**src/rtl/assert_macros.svh**
```systemverilog
// assertion helpers, sampled on clk_i and held off during reset
`ifndef ASSERT_MACROS_SVH
`define ASSERT_MACROS_SVH

`define GXPC_ASSERT(lbl, prop) \
  lbl: assert property (@(posedge clk_i) disable iff (!rst_ni) (prop)) \
    else $error("gxpc: assertion failed");

`define GXPC_ASSERT_IMP(lbl, ante, cons) \
  lbl: assert property (@(posedge clk_i) disable iff (!rst_ni) (ante) |-> (cons)) \
    else $error("gxpc: implication failed");

`define GXPC_ASSERT_NEXT(lbl, ante, cons) \
  lbl: assert property (@(posedge clk_i) disable iff (!rst_ni) (ante) |=> (cons)) \
    else $error("gxpc: next-cycle check failed");

`endif

```
**src/rtl/gxpc_pkg.sv**
```systemverilog
package gxpc_pkg;

  localparam int CELL_W   = 4;
  localparam int COUNT_W  = 30;
  localparam int SIZE_W   = 10;
  localparam int CFG_AW   = 4;
  localparam int CFG_DW   = 32;

  localparam int MAX_COLS_DEF   = 512;
  localparam int MAX_ROWS_DEF   = 512;
  localparam int XOR_STATES_DEF = 16;

  localparam logic [COUNT_W:0] PATH_MOD = (COUNT_W + 1)'(1000000007);

  typedef enum logic [1:0] {
    REG_NUM_ROWS   = 2'd0,
    REG_NUM_COLS   = 2'd1,
    REG_TARGET_XOR = 2'd2
  } cfg_reg_e;

  typedef struct packed {
    logic en;
    logic first;
    logic use_above;
    logic use_left;
  } lane_ctrl_t;

endpackage

```
**src/rtl/gxpc_lane.sv**
```systemverilog
module gxpc_lane #(
  parameter int LANE       = 0,
  parameter int XOR_STATES = gxpc_pkg::XOR_STATES_DEF
) (
  input  logic                        clk_i,
  input  logic                        rst_ni,
  input  gxpc_pkg::lane_ctrl_t        ctrl_i,
  input  logic [gxpc_pkg::CELL_W-1:0] cell_value_i,
  input  logic [gxpc_pkg::COUNT_W-1:0] above_i [XOR_STATES],
  input  logic [gxpc_pkg::COUNT_W-1:0] left_i  [XOR_STATES],
  output logic [gxpc_pkg::COUNT_W-1:0] fresh_o,
  output logic [gxpc_pkg::COUNT_W-1:0] count_o
);
  import gxpc_pkg::*;

  localparam int XW = $clog2(XOR_STATES);
  localparam int VW = (XW > CELL_W) ? XW : CELL_W;

  logic [VW-1:0]      src;
  logic               src_ok;
  logic [XW-1:0]      idx;
  logic [COUNT_W-1:0] a;
  logic [COUNT_W-1:0] b;
  logic [COUNT_W:0]   sum;
  logic [COUNT_W:0]   red;
  logic [COUNT_W-1:0] fresh_d;
  logic [COUNT_W-1:0] count_q;

  // path xor of this lane comes from the lane at our index xor the cell value
  assign src    = VW'(LANE) ^ VW'(cell_value_i);
  assign src_ok = {1'b0, src} < (VW + 1)'(XOR_STATES);
  assign idx    = src[XW-1:0];

  always_comb begin
    a   = ctrl_i.use_above ? above_i[idx] : '0;
    b   = ctrl_i.use_left  ? left_i[idx]  : '0;
    sum = {1'b0, a} + {1'b0, b};
    red = (sum >= PATH_MOD) ? sum - PATH_MOD : sum;
    if (ctrl_i.first) begin
      fresh_d = (VW'(LANE) == VW'(cell_value_i)) ? COUNT_W'(1) : '0;
    end else if (src_ok) begin
      fresh_d = red[COUNT_W-1:0];
    end else begin
      fresh_d = '0;
    end
  end

  always_ff @(posedge clk_i or negedge rst_ni) begin
    if (!rst_ni) begin
      count_q <= '0;
    end else if (ctrl_i.en) begin
      count_q <= fresh_d;
    end
  end

  assign fresh_o = fresh_d;
  assign count_o = count_q;

endmodule

```
**config.mk**
```make
export PLATFORM = sky130hd
export DESIGN_NAME = gxpc_lane
export DESIGN_NICKNAME = d
export VERILOG_FILES = /design/src/rtl/assert_macros.svh /design/src/rtl/gxpc_pkg.sv /design/src/rtl/gxpc_lane.sv
export SDC_FILE = /design/constraint.sdc
export NUM_CORES = 1
export LEC_CHECK = 0
export ABC_AREA = 1
export BUFFER_PORTS_ARGS = -buffer_cell sky130_fd_sc_hd__clkbuf_2
export CAP_MARGIN = 15
export CORE_AREA = 5 5 402 404
export CTS_BUF_LIST = sky130_fd_sc_hd__clkbuf_8 sky130_fd_sc_hd__clkbuf_16
export CTS_CLUSTER_DIAMETER = 150
export CTS_CLUSTER_SIZE = 10
export DETAILED_ROUTE_END_ITERATION = 6
export DIE_AREA = 0 0 407 409
export PLACE_DENSITY = 0.34
export SYNTH_ARGS = -nofsm -noshare
export SYNTH_HDL_FRONTEND = slang
export SYNTH_SLANG_ARGS = --single-unit
```
**constraint.sdc**
```tcl
create_clock -name clk_i -period 8.9 [get_ports clk_i]
set_input_delay 1.78 -clock clk_i [delete_from_list [all_inputs] [get_ports clk_i]]
set_output_delay 1.78 -clock clk_i [all_outputs]
set_load 0.02 [all_outputs]
```
==> metrics <==
outcome completed; Placed Cells 5,640; Post-Layout Cell Count 5,672; slowest CP cell ha_1; syn avg cell area 5.270 sq um; leading area contributor after synthesis nor2_1; post-synthesis cell area 13,310 sq um; area post-placement 22,180 sq um; dominant cells by area after synthesis nor2_1, nand2_1, o32ai_1; H-tree Lvls 2; Crit Path Class in2out; vias in the first global route 23,430; Final Hold Fails 0; Peak VDD IR 59.57 uV; delay-heaviest family, CP simple AND/OR/NAND/NOR gates; endpoint type of the worst setup path output pin; largest net degree at the start of global routing 95; final instance area 22,620 sq um; syn_nets 3,527; Worst Path Max Fanout 35; die area 166,500 sq um; core area 157,500 sq um; WL/cell 25.26 um; drt pass-1 iters 5; clock tree buffer depth 2; crit path time final 8555 ps; total track usage 16.25%; CP peak stage delay 400 ps; fin nets 4,577; # setup viols final 0; initial antenna violation count 61; Routed Antenna Nets 0; Post-Route WL 143.3 mm; starting DRC count in detailed routing 1,823; Area Growth Syn to Fin 70.00%; register area share after synthesis 5.641%; DR vias 22,630; first-pass GRT wire length 190.2 mm; Final HPWL DP 127.4 mm; Peak Freq 116.9 MHz; Yosys cell types 40; CTS tree yes; chip height 409 um; WP data arrival 6770 ps; Max Slew Vio Count 0; max reg flops 30; share of layout cells above drive strength 1 37.19%; Worst-Margin Slew 998.9 ps; headroom to the max-slew limit 33.40%; worst hold path type reg2reg; cell count after synthesis 2,525; I/O Buffers 1,029; Pleak 11.26 nW; clock tree sinks 30; Worst setup SP type input port; clk_skew 0 ps; Die W 407 um; Via density 3.989; Worst-path clk slew 50 ps; I/O Pins 1,030; Synth Register Bits 30; max_cap viols 0; cell area power density 82.89 nW/um^2; post-synth top area share 17.54%; Initial Util 8.451%; drc violations 0; Buf/Inv on CP 9; Rows 146; grt ovf 0; GP Congestion 0.9679; TNS Setup 0 ps; Clock Latency Late Sink 280 ps; hold_buf cts 0; CTS buffer count 5; Synth Warn # 0; total power 1.875 mW; Critical Path RT 7120 ps; Final Hold Slack 481.7 ps; final cycle utilization of the critical path 96.12%; CTS root buf clkbuf_16
-- tightest hold or removal path, cell delays in order (launching register included) --
cell     delay (ps)
dfrtp_1         340
nand2_1          50
nand2_1          60
-- final timing paths --
path,start,endpoint,slack (ps),cells past startpoint
hold / removal,count_o[15]$_DFFE_PN0P_,count_o[15]$_DFFE_PN0P_,480,2
hold reg to reg,count_o[15]$_DFFE_PN0P_,count_o[15]$_DFFE_PN0P_,480,2
setup reg to reg,count_o[2]$_DFFE_PN0P_,count_o[2]$_DFFE_PN0P_,8240,2
setup / recovery,cell_value_i[0],fresh_o[25],350,27
max in group asynchronous,rst_ni,count_o[7]$_DFFE_PN0P_,6780,1
min in group asynchronous,rst_ni,count_o[15]$_DFFE_PN0P_,1600,1
-- where the power goes --
| part | switching, mW | internal, mW |
|---|---|---|
| Clock | 0.0662 | 0.110 |
| Combinational | 0.937 | 0.590 |
| Sequential | 0.0133 | 0.159 |
| Total | 1.02 | 0.858 |
-- layout by cell type (no fill, tap or decap), types with 85 or more instances in the layout --
cell      netlist  layout
buf_4           1     202
clkbuf_2        0    1025
inv_1         173     172
mux2i_1        88      87
nand2_1       537     537
nand3_1       110     110
nor2_1        622     619
o21ai_0       251     251
o221ai_1       88      85
o32ai_1       152     136
-- timing repair --
item / in CTS / in global routing
setup endpoints to repair: 18 / 30
resized for setup: 1 / 36
setup buffers: 0 / 0
-- Yosys cell counts (all sizes together) --
cell type / n
o211ai: 32
nand2: 552
buf: 30
a21o: 2
dfrtp: 30
nand3: 114
clkbuf: 174
nor2: 631
and2: 3
xor2: 7
o21ai: 262
o21a: 1
nor4: 1
inv: 178
nand3b: 5
o32ai: 152
nor3: 4
nand4: 41
a31oi: 60
clkinv: 1
ha: 31
a21oi: 22
o21bai: 1
and3: 14
o221ai: 88
fa: 1
mux2i: 88
-- per-layer routing --
metal  global-route usage (%)  routed length (um)  part of all wire [%]
met4                    2.443                2507                   1.7
met5                        0                 289                  0.20
met1                    20.53               61120                    43
met2                    28.76               69200                    48
met3                    3.474               10140                   7.1
-- through the flow --
step / setup WS, ps / util, %
6_report: 345.4 / 14.37
5_1_grt: -1.283 / 14.35
4_1_cts: 58.70 / 14.18
3_5_place_dp: -65.61 / 14.08
3_3_place_gp: -48.86 / 14.08
2_1_floorplan: 1167 / -
-- cells by family after synthesis --
| family | share of synthesized area, % |
|---|---|
| buffers and inverters | 11.10 |
| adder cells (fa/ha/maj) | 3.065 |
| XOR/XNOR | 0.4607 |
| multiplexers | 6.619 |
| flip-flops | 5.641 |
| AO/OA/AOI/OAI | 31.44 |
| AND/OR/NAND/NOR | 41.67 |
-- cell type report --
type                            count  area (sq um)
Antenna cell                       24         60.06
Clock buffer                        6         138.9
Clock inverter                      2         8.758
Fill cell                       18730        134800
Inverter                          179         686.9
Multi-Input combinational cell   2112         11340
Sequential cell                    30         750.7
Tap cell                         2072          2592
Timing Repair Buffer             1247          7049
Note: power is estimated with default switching activity, not from simulation.
